$ cat config.mk
export PLATFORM = sky130hd
export DESIGN_NAME = xoshiro256ss_generator_with_jump_unit
export DESIGN_NICKNAME = d
export VERILOG_FILES = /design/src/hdl/xoshiro_pkg.sv /design/src/hdl/xoshiro256ss_generator_with_jump_unit.sv /design/src/hdl/xoshiro_ctrl.sv /design/src/hdl/xoshiro_dp.sv
export SDC_FILE = /design/constraint.sdc
export NUM_CORES = 2
export LEC_CHECK = 0
export BUFFER_PORTS_ARGS = -buffer_cell sky130_fd_sc_hd__buf_2
export CELL_PAD_IN_SITES_DETAIL_PLACEMENT = 1
export CELL_PAD_IN_SITES_GLOBAL_PLACEMENT = 2
export CORE_UTILIZATION = 30
export DETAILED_ROUTE_END_ITERATION = 10
export GPL_ROUTABILITY_DRIVEN = 0
export HOLD_SLACK_MARGIN = 0.08
export PLACE_DENSITY_LB_ADDON = 0.1
export SYNTH_ARGS = -nofsm -noshare
export SYNTH_HDL_FRONTEND = slang
export SYNTH_HIERARCHICAL = 1
export SYNTH_SLANG_ARGS = --single-unit
$ cat constraint.sdc
create_clock -name clock -period 72.6 [get_ports clock]
set_input_delay 14.52 -clock clock [delete_from_list [all_inputs] [get_ports clock]]
set_output_delay 14.52 -clock clock [all_outputs]
set_load 0.005 [all_outputs]
$ cat src/hdl/xoshiro_pkg.sv
// Shared types, constants and functions for the xoshiro256** generator with jump unit.
package xoshiro_pkg;

   // Four 64-bit generator words, word 0 in the low slot.
   typedef logic [3:0][63:0] gen_state_type;

   // Operation codes carried on req_operation.
   typedef enum logic [2:0] {
      OP_NEXT64    = 3'd0,
      OP_NEXT32    = 3'd1,
      OP_RANGE     = 3'd2,
      OP_JUMP      = 3'd3,
      OP_FAR_JUMP  = 3'd4,
      OP_RESEED    = 3'd5
   } op_type;

   // Controller states.
   typedef enum logic [2:0] {
      ST_IDLE,
      ST_INIT_LOAD,
      ST_SEED,
      ST_SEED_DONE,
      ST_DIV,
      ST_RANGE_OUT,
      ST_JUMP,
      ST_JUMP_DONE
   } ctrl_state_type;

   // Datapath commands issued by the controller.
   typedef enum logic [4:0] {
      CMD_NONE,
      CMD_DRAW64,
      CMD_DRAW32,
      CMD_RESP_ZERO,
      CMD_RANGE_EMPTY,
      CMD_RANGE_FULL,
      CMD_RANGE_DRAW,
      CMD_DIV_STEP,
      CMD_RANGE_DONE,
      CMD_JUMP_START,
      CMD_JUMP_STEP,
      CMD_JUMP_DONE,
      CMD_SEED_LOAD,
      CMD_SEED_DEFAULT,
      CMD_MIX_ADD,
      CMD_MUL_LL,
      CMD_MUL_HL,
      CMD_MUL_LH,
      CMD_MIX_SHIFT,
      CMD_STORE_WORD
   } dp_cmd_type;

   // Command bundle from controller to datapath.
   typedef struct packed {
      dp_cmd_type  code;
      logic [1:0]  word_idx;
      logic        mul_sel;
      logic [7:0]  step;
      logic        far_jump;
   } dp_cmd_struct_type;

   // Status bundle from datapath to controller.
   typedef struct packed {
      logic range_empty;
      logic span_zero;
   } dp_status_type;

   // Seeding constants.
   localparam logic [63:0] DEFAULT_SEED = 64'h106689d45497fdb5;
   localparam logic [63:0] SM_GOLDEN    = 64'h9e3779b97f4a7c15;
   localparam logic [63:0] SM_MUL1      = 64'hbf58476d1ce4e5b9;
   localparam logic [63:0] SM_MUL2      = 64'h94d049bb133111eb;

   // Jump polynomials, word 0 last in each list.
   localparam logic [3:0][63:0] JUMP_POLY = {
      64'h39abdc4529b1661c, 64'ha9582618e03fc9aa,
      64'hd5a61266f0c9392c, 64'h180ec6d33cfd0aba
   };
   localparam logic [3:0][63:0] FAR_JUMP_POLY = {
      64'h39109bb02acbe635, 64'h77710069854ee241,
      64'hc5004e441c522fb3, 64'h76e15d3efefdcbbf
   };

   // One xoshiro256 state transition.
   function automatic gen_state_type xo_advance(input gen_state_type s);
      gen_state_type n;
      logic [63:0]   t;
      t    = s[1] << 17;
      n    = s;
      n[2] = n[2] ^ n[0];
      n[3] = n[3] ^ n[1];
      n[1] = n[1] ^ n[2];
      n[0] = n[0] ^ n[3];
      n[2] = n[2] ^ t;
      n[3] = (n[3] << 45) | (n[3] >> 19);
      return n;
   endfunction

   // Star-star scrambler: rotl(s1 * 5, 7) * 9, multiplies as shift-adds.
   function automatic logic [63:0] xo_scramble(input logic [63:0] s1);
      logic [63:0] m5;
      logic [63:0] r;
      m5 = s1 + (s1 << 2);
      r  = (m5 << 7) | (m5 >> 57);
      return r + (r << 3);
   endfunction

endpackage

$ cat src/hdl/xoshiro256ss_generator_with_jump_unit.sv
// Next64, next32, unused codes, empty and full-span ranges: result in the cycle after transfer, one transfer per cycle.
// Other range draws: the bit-serial remainder unit runs in ST_DIV, then ST_RANGE_OUT registers the result.
// Jump and long jump: one polynomial bit per cycle in ST_JUMP, then ST_JUMP_DONE loads the accumulated words.
// Reseed: the splitmix64 sequence runs on the shared 32x32 multiplier in ST_SEED, then ST_SEED_DONE responds.
// After reset busy stays high while the default seed is expanded.
// Results are presented for one cycle on rsp_strobe; the receiver cannot stall.
module xoshiro256ss_generator_with_jump_unit (
   input  logic               clock,
   input  logic               reset,
   input  logic               start,
   output logic               busy,
   input  logic [2:0]         req_operation,
   input  logic [63:0]        req_seed,
   input  logic signed [31:0] req_range_low,
   input  logic signed [31:0] req_range_high,
   output logic               rsp_strobe,
   output logic [63:0]        rsp_value,
   output logic signed [31:0] rsp_range_value
);
   import xoshiro_pkg::*;

   dp_cmd_struct_type cmd;
   dp_status_type     status;

   // Sequencer.
   xoshiro_ctrl u_ctrl (
      .clock         (clock),
      .reset         (reset),
      .start         (start),
      .req_operation (req_operation),
      .status        (status),
      .busy          (busy),
      .cmd           (cmd)
   );

   // Generator datapath.
   xoshiro_dp u_dp (
      .clock           (clock),
      .reset           (reset),
      .cmd             (cmd),
      .req_seed        (req_seed),
      .req_range_low   (req_range_low),
      .req_range_high  (req_range_high),
      .status          (status),
      .rsp_strobe      (rsp_strobe),
      .rsp_value       (rsp_value),
      .rsp_range_value (rsp_range_value)
   );

endmodule

$ cat src/hdl/xoshiro_ctrl.sv
// Controller state machine that sequences the generator datapath.
module xoshiro_ctrl (
   input  logic                          clock,
   input  logic                          reset,
   input  logic                          start,
   input  logic [2:0]                    req_operation,
   input  xoshiro_pkg::dp_status_type    status,
   output logic                          busy,
   output xoshiro_pkg::dp_cmd_struct_type cmd
);
   import xoshiro_pkg::*;

   // Steps of one splitmix64 draw.
   localparam logic [3:0] PH_ADD      = 4'd0;
   localparam logic [3:0] PH_M1_LL    = 4'd1;
   localparam logic [3:0] PH_M1_HL    = 4'd2;
   localparam logic [3:0] PH_M1_LH    = 4'd3;
   localparam logic [3:0] PH_SHIFT    = 4'd4;
   localparam logic [3:0] PH_M2_LL    = 4'd5;
   localparam logic [3:0] PH_M2_HL    = 4'd6;
   localparam logic [3:0] PH_M2_LH    = 4'd7;
   localparam logic [3:0] PH_STORE    = 4'd8;
   localparam logic [7:0] DIV_LAST    = 8'd31;
   localparam logic [7:0] JUMP_LAST   = 8'd255;
   localparam logic [1:0] WORD_LAST   = 2'd3;

   ctrl_state_type state_ff, state_in;
   logic [3:0]     phase_ff, phase_in;
   logic [1:0]     word_ff, word_in;
   logic [7:0]     step_ff, step_in;
   logic           long_ff, long_in;
   logic           init_ff, init_in;
   logic           seed_last;
   logic           accept;

   assign accept    = start && (state_ff == ST_IDLE);
   assign seed_last = (phase_ff == PH_STORE) && (word_ff == WORD_LAST);

   // Next state.
   always_comb begin
      state_in = state_ff;
      case (state_ff)
         ST_IDLE: begin
            if (start) begin
               case (req_operation)
                  OP_RANGE: begin
                     if (!status.range_empty && !status.span_zero) state_in = ST_DIV;
                  end
                  OP_JUMP, OP_FAR_JUMP: state_in = ST_JUMP;
                  OP_RESEED:            state_in = ST_SEED;
                  default:              state_in = ST_IDLE;
               endcase
            end
         end
         ST_INIT_LOAD: state_in = ST_SEED;
         ST_SEED: begin
            if (seed_last) state_in = init_ff ? ST_IDLE : ST_SEED_DONE;
         end
         ST_SEED_DONE: state_in = ST_IDLE;
         ST_DIV: begin
            if (step_ff == DIV_LAST) state_in = ST_RANGE_OUT;
         end
         ST_RANGE_OUT: state_in = ST_IDLE;
         ST_JUMP: begin
            if (step_ff == JUMP_LAST) state_in = ST_JUMP_DONE;
         end
         ST_JUMP_DONE: state_in = ST_IDLE;
         default: state_in = ST_IDLE;
      endcase
   end

   // Counters and flags.
   always_comb begin
      phase_in = 4'd0;
      word_in  = 2'd0;
      step_in  = 8'd0;
      long_in  = long_ff;
      init_in  = init_ff;
      if (accept) long_in = (req_operation == OP_FAR_JUMP);
      if (state_ff == ST_SEED) begin
         if (phase_ff == PH_STORE) begin
            word_in = word_ff + 2'd1;
         end else begin
            phase_in = phase_ff + 4'd1;
            word_in  = word_ff;
         end
         if (seed_last) init_in = 1'b0;
      end
      if ((state_ff == ST_DIV) || (state_ff == ST_JUMP)) step_in = step_ff + 8'd1;
   end

   // Outputs: busy and datapath command.
   always_comb begin
      busy          = (state_ff != ST_IDLE);
      cmd.code      = CMD_NONE;
      cmd.word_idx  = word_ff;
      cmd.mul_sel   = 1'b0;
      cmd.step      = step_ff;
      cmd.far_jump  = long_ff;
      case (state_ff)
         ST_IDLE: begin
            if (start) begin
               case (req_operation)
                  OP_NEXT64: cmd.code = CMD_DRAW64;
                  OP_NEXT32: cmd.code = CMD_DRAW32;
                  OP_RANGE: begin
                     if (status.range_empty)     cmd.code = CMD_RANGE_EMPTY;
                     else if (status.span_zero)  cmd.code = CMD_RANGE_FULL;
                     else                        cmd.code = CMD_RANGE_DRAW;
                  end
                  OP_JUMP, OP_FAR_JUMP: cmd.code = CMD_JUMP_START;
                  OP_RESEED:            cmd.code = CMD_SEED_LOAD;
                  default:              cmd.code = CMD_RESP_ZERO;
               endcase
            end
         end
         ST_INIT_LOAD: cmd.code = CMD_SEED_DEFAULT;
         ST_SEED: begin
            cmd.mul_sel = (phase_ff > PH_SHIFT);
            case (phase_ff)
               PH_ADD:             cmd.code = CMD_MIX_ADD;
               PH_M1_LL, PH_M2_LL: cmd.code = CMD_MUL_LL;
               PH_M1_HL, PH_M2_HL: cmd.code = CMD_MUL_HL;
               PH_M1_LH, PH_M2_LH: cmd.code = CMD_MUL_LH;
               PH_SHIFT:           cmd.code = CMD_MIX_SHIFT;
               PH_STORE:           cmd.code = CMD_STORE_WORD;
               default:            cmd.code = CMD_NONE;
            endcase
         end
         ST_SEED_DONE: cmd.code = CMD_RESP_ZERO;
         ST_DIV:       cmd.code = CMD_DIV_STEP;
         ST_RANGE_OUT: cmd.code = CMD_RANGE_DONE;
         ST_JUMP:      cmd.code = CMD_JUMP_STEP;
         ST_JUMP_DONE: cmd.code = CMD_JUMP_DONE;
         default:      cmd.code = CMD_NONE;
      endcase
   end

   // State registers; reset starts the default seeding pass.
   always_ff @(posedge clock) begin
      if (reset) begin
         state_ff <= ST_INIT_LOAD;
         phase_ff <= 4'd0;
         word_ff  <= 2'd0;
         step_ff  <= 8'd0;
         long_ff  <= 1'b0;
         init_ff  <= 1'b1;
      end else begin
         state_ff <= state_in;
         phase_ff <= phase_in;
         word_ff  <= word_in;
         step_ff  <= step_in;
         long_ff  <= long_in;
         init_ff  <= init_in;
      end
   end

endmodule

$ cat src/hdl/xoshiro_dp.sv
// Datapath: generator words, splitmix64 seeder, jump accumulator and range divider.
module xoshiro_dp (
   input  logic                           clock,
   input  logic                           reset,
   input  xoshiro_pkg::dp_cmd_struct_type cmd,
   input  logic [63:0]                    req_seed,
   input  logic signed [31:0]             req_range_low,
   input  logic signed [31:0]             req_range_high,
   output xoshiro_pkg::dp_status_type     status,
   output logic                           rsp_strobe,
   output logic [63:0]                    rsp_value,
   output logic signed [31:0]             rsp_range_value
);
   import xoshiro_pkg::*;

   gen_state_type      words_ff, words_in;
   gen_state_type      acc_ff, acc_in;
   gen_state_type      adv;
   logic [63:0]        draw;
   logic [31:0]        draw_hi;
   logic [63:0]        x_ff, x_in, x_sum;
   logic [63:0]        z_ff, z_in;
   logic [63:0]        prod_ff, prod_in;
   logic [63:0]        mul_const;
   logic [31:0]        mul_a, mul_b;
   logic [63:0]        mul_p;
   logic [31:0]        lo_ff, lo_in;
   logic [31:0]        span_ff, span_in;
   logic [31:0]        span_req;
   logic [31:0]        quot_ff, quot_in;
   logic [31:0]        rem_ff, rem_in;
   logic [32:0]        rem_sh;
   logic [32:0]        rem_diff;
   logic [3:0][63:0]   poly;
   logic               poly_bit;
   logic               strobe_ff, strobe_in;
   logic [63:0]        value_ff, value_in;
   logic [31:0]        range_ff, range_in;

   // Draw and advance of the current words.
   assign adv     = xo_advance(words_ff);
   assign draw    = xo_scramble(words_ff[1]);
   assign draw_hi = draw[63:32];

   // Range decode seen by the controller.
   assign span_req           = req_range_high - req_range_low + 32'd1;
   assign status.range_empty = (req_range_high <= req_range_low);
   assign status.span_zero   = (span_req == 32'd0);

   // Shared 32x32 multiplier for the splitmix64 constant products.
   assign mul_const = cmd.mul_sel ? SM_MUL2 : SM_MUL1;
   always_comb begin
      mul_a = z_ff[31:0];
      mul_b = mul_const[31:0];
      case (cmd.code)
         CMD_MUL_HL: mul_a = z_ff[63:32];
         CMD_MUL_LH: mul_b = mul_const[63:32];
         default: begin
            mul_a = z_ff[31:0];
            mul_b = mul_const[31:0];
         end
      endcase
   end
   assign mul_p = mul_a * mul_b;

   // Splitmix64 pre-add and remainder step.
   assign x_sum    = x_ff + SM_GOLDEN;
   assign rem_sh   = {rem_ff, quot_ff[31]};
   assign rem_diff = rem_sh - {1'b0, span_ff};

   // Jump polynomial bit for this step.
   assign poly     = cmd.far_jump ? FAR_JUMP_POLY : JUMP_POLY;
   assign poly_bit = poly[cmd.step[7:6]][cmd.step[5:0]];

   // Next values of every datapath register.
   always_comb begin
      words_in  = words_ff;
      acc_in    = acc_ff;
      x_in      = x_ff;
      z_in      = z_ff;
      prod_in   = prod_ff;
      lo_in     = lo_ff;
      span_in   = span_ff;
      quot_in   = quot_ff;
      rem_in    = rem_ff;
      strobe_in = 1'b0;
      value_in  = 64'd0;
      range_in  = 32'd0;
      case (cmd.code)
         CMD_DRAW64: begin
            words_in  = adv;
            value_in  = draw;
            strobe_in = 1'b1;
         end
         CMD_DRAW32: begin
            words_in  = adv;
            value_in  = {32'd0, draw_hi};
            strobe_in = 1'b1;
         end
         CMD_RESP_ZERO: strobe_in = 1'b1;
         CMD_RANGE_EMPTY: begin
            range_in  = req_range_low;
            strobe_in = 1'b1;
         end
         CMD_RANGE_FULL: begin
            words_in  = adv;
            range_in  = req_range_low + draw_hi;
            strobe_in = 1'b1;
         end
         CMD_RANGE_DRAW: begin
            words_in = adv;
            lo_in    = req_range_low;
            span_in  = span_req;
            quot_in  = draw_hi;
            rem_in   = 32'd0;
         end
         CMD_DIV_STEP: begin
            quot_in = {quot_ff[30:0], 1'b0};
            rem_in  = rem_diff[32] ? rem_sh[31:0] : rem_diff[31:0];
         end
         CMD_RANGE_DONE: begin
            range_in  = lo_ff + rem_ff;
            strobe_in = 1'b1;
         end
         CMD_JUMP_START: acc_in = '0;
         CMD_JUMP_STEP: begin
            if (poly_bit) begin
               acc_in = acc_ff ^ words_ff;
            end
            words_in = adv;
         end
         CMD_JUMP_DONE: begin
            words_in  = acc_ff;
            value_in  = acc_ff[0] ^ acc_ff[1] ^ acc_ff[2] ^ acc_ff[3];
            strobe_in = 1'b1;
         end
         CMD_SEED_LOAD:    x_in = (req_seed == 64'd0) ? DEFAULT_SEED : req_seed;
         CMD_SEED_DEFAULT: x_in = DEFAULT_SEED;
         CMD_MIX_ADD: begin
            x_in = x_sum;
            z_in = x_sum ^ (x_sum >> 30);
         end
         CMD_MUL_LL: prod_in = mul_p;
         CMD_MUL_HL, CMD_MUL_LH: prod_in = prod_ff + {mul_p[31:0], 32'd0};
         CMD_MIX_SHIFT: z_in = prod_ff ^ (prod_ff >> 27);
         CMD_STORE_WORD: words_in[cmd.word_idx] = prod_ff ^ (prod_ff >> 31);
         default: strobe_in = 1'b0;
      endcase
   end

   // Payload registers.
   always_ff @(posedge clock) begin
      words_ff <= words_in;
      acc_ff   <= acc_in;
      x_ff     <= x_in;
      z_ff     <= z_in;
      prod_ff  <= prod_in;
      lo_ff    <= lo_in;
      span_ff  <= span_in;
      quot_ff  <= quot_in;
      rem_ff   <= rem_in;
      value_ff <= value_in;
      range_ff <= range_in;
   end

   // Result strobe.
   always_ff @(posedge clock) begin
      if (reset) begin
         strobe_ff <= 1'b0;
      end else begin
         strobe_ff <= strobe_in;
      end
   end

   assign rsp_strobe      = strobe_ff;
   assign rsp_value       = value_ff;
   assign rsp_range_value = range_ff;

endmodule
Word level (Yosys, flattened, before mapping)
Memories as Yosys holds them, arrays and structs flattened. A register that Yosys moved wholly into a read port is not among the register bits.
Cells that the tools add are included.
{"block": "word_totals", "regBits": 948, "romBits": 80, "in_bits": 134, "word_cells": 169, "memories": 1}
{"block": "classes", "add_sub_neg": 12, "mul": 1, "n_lt_le_gt_ge": 6, "n_eq_ne": 41, "muxes": 39, "bitwise": 16, "n_reduce_logical": 29}
{"memory": "(no name shown)", "depth": 16, "width": 5, "read_ports": 1, "rd_clocked_by_memory_dff": 1, "write_ports": 0, "line": "xoshiro_ctrl.sv:120", "text": "case (phase_ff)"}
{"operator": "$pmux 256 s3", "count": 1}
{"operator": "$pmux 256 s2", "count": 1}
{"operator": "$xor 64x64->64", "count": 8}
{"operator": "$pmux 64 s3", "count": 2}
{"operator": "$bwmux 256", "count": 1}
{"operator": "$mux 256", "count": 1}
{"operator": "$pmux 64 s2", "count": 2}
{"operator": "$xor 256x256->256", "count": 1}
{"operator": "$mux 248", "count": 1}
{"operator": "$add 64x64->64", "count": 3}
{"operator": "$mux 64", "count": 3}
{"operator": "$bmux 64 s2", "count": 1}
{"operator": "$demux 64 s2", "count": 1}
{"operator": "$pmux 32 s2", "count": 2}
{"operator": "$mux 32", "count": 3}
{"operator": "$pmux 32 s3", "count": 1}
{"operator": "$add 32x32->32", "count": 2}
{"operator": "$add 64x64->64 const B", "count": 1}
{"operator": "$logic_not 64->1", "count": 1}
{"operator": "$mul 32x32->64", "count": 1}
{"operator": "$or 64x45->64", "count": 1}
{"operator": "$or 64x7->64", "count": 1}
{"operator": "$xor 64x33->64", "count": 1}
{"operator": "$xor 64x34->64", "count": 1}
{"operator": "other kinds (52)", "count": 103}

Logic depth before layout (Yosys ltp)
{"block": "depth", "word_depth": 13, "mapped_depth": 69, "ltp_nobuf": 66}

Hierarchy
Netlist, hierarchy kept.
{"mod": "xoshiro_dp", "instances": 1, "cells_each": 9466, "area_each_um2": 92887.8, "seq_area_each_um2": 26925.8}
{"mod": "xoshiro_ctrl", "instances": 1, "cells_each": 158, "area_each_um2": 1248.7, "seq_area_each_um2": 460.4}

Worst setup path after synthesis
No wires, ideal clock.
{"block": "synth_path", "kind": "input to register", "start": "in req_range_low[1]", "end": "reg u_dp/words_ff[0] in the netlist's numbering, enable pin", "setup_ns": 1.227, "arrival_time_ns": 37.201, "required_ns": 71.373, "path_slack_ns": 34.172, "stages": 31, "n_path_buf": 2, "path_cell_list": "inv_1 -> ha_1 -> inv_1 -> ha_1 -> inv_1 -> fa_1 -> o21bai_1 -> a211oi_1 -> o211ai_1 -> a31oi_1 -> o21a_1 -> a31oi_1 -> a221oi_1 -> nor2_1 -> or4_1 -> a21oi_1 -> o21bai_1 -> a21oi_1 -> xor2_1 -> nor4b_1 -> nor2b_1 -> o311ai_0 -> a2bb2oi_1 -> nor2_1 -> a21oi_1 -> clkbuf_1 -> inv_1 -> clkbuf_1 -> nand2_1 -> a31oi_1 -> o21ai_0"}
{"item": "start: declaration", "line": "xoshiro256ss_generator_with_jump_unit.sv:14", "text": "input logic signed [31:0] req_range_low,"}
{"item": "end signal: assignment", "line": "xoshiro_dp.sv:153", "text": "words_ff <= words_in;"}
{"item": "end: declaration", "line": "xoshiro_dp.sv:16", "text": "gen_state_type words_ff, words_in;"}

==> metrics list <==
- The flow ran to the end, and the final reports show no timing, DRC or antenna violations.
- For the worst setup path, the data required time is approximately 73 ns.
* Max-slew violation count: 0
- Final Critical Period: between 30 and 40 ns
- Count of flip-flops with a built-in enable after synthesis: 832
- Final Hold Vio Count: 0
- For this design, the sink count on the clock tree is ~950.
* Relative slew slack: 0.0426
- The root buffer cell chosen for the clock tree is clkbuf_16.
- Period utilisation layout: 0.420
* Share of flip-flops with an asynchronous set or reset after synthesis: 0
- In the global route stage, met2 resource usage came out at 0.378.
* Portion of synthesized cell area occupied by the leading cell type: 0.265
- Leaving out fill and tap cells, the most frequent cells in the layout are 1106 x inv_1, 858 x xnor2_1, 844 x fa_1.
- Total routing usage reported by global routing: 0.252
* Kind of end point of the critical path: register
* Biggest area contributors in the synthesized netlist: edfxtp_1 27%, fa_1 18%, ha_1 8.8%
- Setup violations remaining at the end of the flow were counted as 0.
- Critical path launch point type: input pin
- Horizontal die dimension: between 500 and 600 microns
- No sink is reached through more buffers than the 3 on the longest clock path.
- After legalization and detailed placement, the total HPWL measured 324000 microns.
- TritonCTS built the clock tree.
* Cell count after synthesis: 9624
- The worst setup path is of the input pin to register kind.
- Mapped Avg Cell Area: 9.78 sq um
- In this run, the number of DRC markers left after iteration 0 of detailed routing was between 5000 and 6000.
- Along the worst hold path, the cell count comes to 2.
- Of all nets on the critical path, the largest fanout is 97.
* Hold/Removal Path Class: register to register
* Clock transition at the registers of the reported paths: roughly 0.060 ns
* Number of buffers inserted by hold repair at cts: 0
* P&R area growth vs syn: 10.7%
- Wire length of the first global-routing pass: between 500000 and 600000 microns
- Setup repair after global routing missed its margin: no
- Buffers added to address setup during post-CTS repair amount to 0.
- Entering global routing, the biggest net connects between 150 and 200 pins.
- Setup TNS: 0 ns
- Fraction of met1 tracks used by global routing: 0.382
- Nets@finish: around 11000
* Die area: around 320000 sq um
- Post-DR vias/cell: ~5.2
* DR pass1 iterations: 5
- Summing every instance area after synthesis gives ~94000 sq um.
- Among all stages on the critical path, the largest delay is contributed by ha_2.
- Pin placement for this block handled 232 I/O pins.
- Clock latency on the worst-skew pair, taken at its later pin, is between 0.8 and 0.9 ns.
- Number of unique standard cell types used by synthesis: 94
* Number of gates resized after CTS: 0
- Synth Register Bits: 952
- Number of remaining DRC errors: 0
- For this run, the slowest stage of the critical path takes 0.75 ns.
- Of the cells placed in the final design, the portion with a size suffix greater than 1 is 0.0736.
- The die is 562 microns tall.
* Std cell rows: around 200
* Transition time at the pin with the least slew margin: ~1.4 ns
- The via count of the first global-routing pass is roughly 76000.
* DR WL/cell: approximately 29 microns
* Arrival time at the worst endpoint: 30.98 ns
* Count of max-cap constraint violations: 0
- After floorplanning, the core was sized to cover just over 300000 sq um.
- CTS Buf Count: 120
* Grt total ovfl: 0
- Synth area leader: edfxtp_1
- Drt total wl: a little over 400000 microns
* Initial antenna violation count: between 50 and 60
* Clk_skew: approximately 0.039 ns
* Leading register cell type out of synthesis: edfxtp_1
- For this run, the number of Yosys warnings is 6.
* Global routing usage on met3: 0.0370
- Leaving out fill and tap cells, the most frequent cell in the layout is inv_1.
- Global route hottest layer: met1
- Timing would allow up to about 33 MHz.
- Initial Util: 0.302
- Part of the Yosys area used for sequential elements: 0.291
- Max H-tree Level: 3
- Number of buffer and inverter instances along the worst setup path: 13
- Count of input and output buffers: roughly 230
- The detailed router placed 72900 vias in this run.
- The number of nets in the synthesized netlist is ~11000.
- In this run the remaining antenna-violating nets after routing total 0.
- Among cell families on the critical path, the largest total delay comes from compound AO/OA/AOI/OAI gates.
- CP most frequent cell: inv_1
- WP depth: between 60 and 70
* Worst reg2reg path depth: between 40 and 50
## worst register-to-register path: cells and delay by family, from the launching register on
family	cells	cell delay [ns]
DFF	1	0.69
muxes	1	0.28
AOI/OAI and AO/OA	26	8.47
xor gates and xnor gates	4	2.31
adders and majority gates	4	1.58
buffers and inverters	1	0.29
and+or+nand+nor	7	0.84
## final cells by class
cell class | instances | area, sq um
Antenna cell | 20 | 50.0
Clock buffer | 165 | 3440
Clock inverter | 55 | 484
Fill cell | 35300 | 208000
Inverter | 1112 | 4170
Multi-Input combinational cell | 7086 | 61100
Sequential cell | 952 | 27400
Tap cell | 4140 | 5180
Timing Repair Buffer | 390 | 2410
## Yosys cell counts, types with 70 or more instances
master,instances
edfxtp_1,832
inv_1,1106
nand3_1,70
fa_1,844
nand2b_1,103
clkbuf_1,442
a21o_1,218
xor2_1,382
xnor2_1,869
ha_1,663
nor2_1,773
nand2_1,780
a21oi_1,423
nor2b_1,153
mux2i_1,187
o221ai_1,271
dfxtp_1,120
o21ai_0,387
and2_1,89
## cell families after synthesis
group                      Yosys count  share of synthesized area
AOI/OAI and AO/OA                 1852                      0.130
xor gates and xnor gates          1253                      0.117
adders and majority gates         1507                      0.268
buffers and inverters             1586                     0.0635
DFF                                952                      0.291
muxes                              203                     0.0222
and+or+nand+nor                   2271                      0.109
## flip-flops by register name, summed over array words and instances (netlist names), 64 cells and up, named ones only
name and cells:
u_dp/acc_ff 256, u_dp/prod_ff 64, u_dp/words_ff 256, u_dp/x_ff 64, u_dp/z_ff 64, u_dp/rsp_value 64
## per-layer routing
metal | routed length (microns) | part of all wire
met1 | 201000 | 0.50
met2 | 174000 | 0.43
met3 | 21100 | 0.052
met4 | 8580 | 0.021
met5 | 105 | 0.00026
## path summary, 6_finish.rpt
check	to	slack (ns)	from
min	u_dp/quot_ff[2]	0.52	u_dp/quot_ff[1]
max	u_dp/prod_ff[63]	42.14	req_range_low[1]
max reg2reg	u_dp/rsp_range_value[31]	57.98	u_dp/words_ff[66]
min reg2reg	u_dp/quot_ff[2]	0.52	u_dp/quot_ff[1]
## through the flow
step                      utilization  setup slack, ns  instance area [sq um]  std cells  hold slack [ns]
after global routing            0.334            41.29                 104000      13900            0.542
after CTS                       0.334            42.29                 104000      13900            0.519
final                           0.334            42.14                 104000      13900            0.517
after global placement          0.321            41.56                 100000      13700            0.487
after floorplan                     -            34.17                  94100       9624            0.457
after detailed placement        0.321            41.52                 100000      13700            0.503
Power is left out: the tool's default activity adds up to more than one toggle a clock period on the data nets, which glitch-free logic cannot reach.
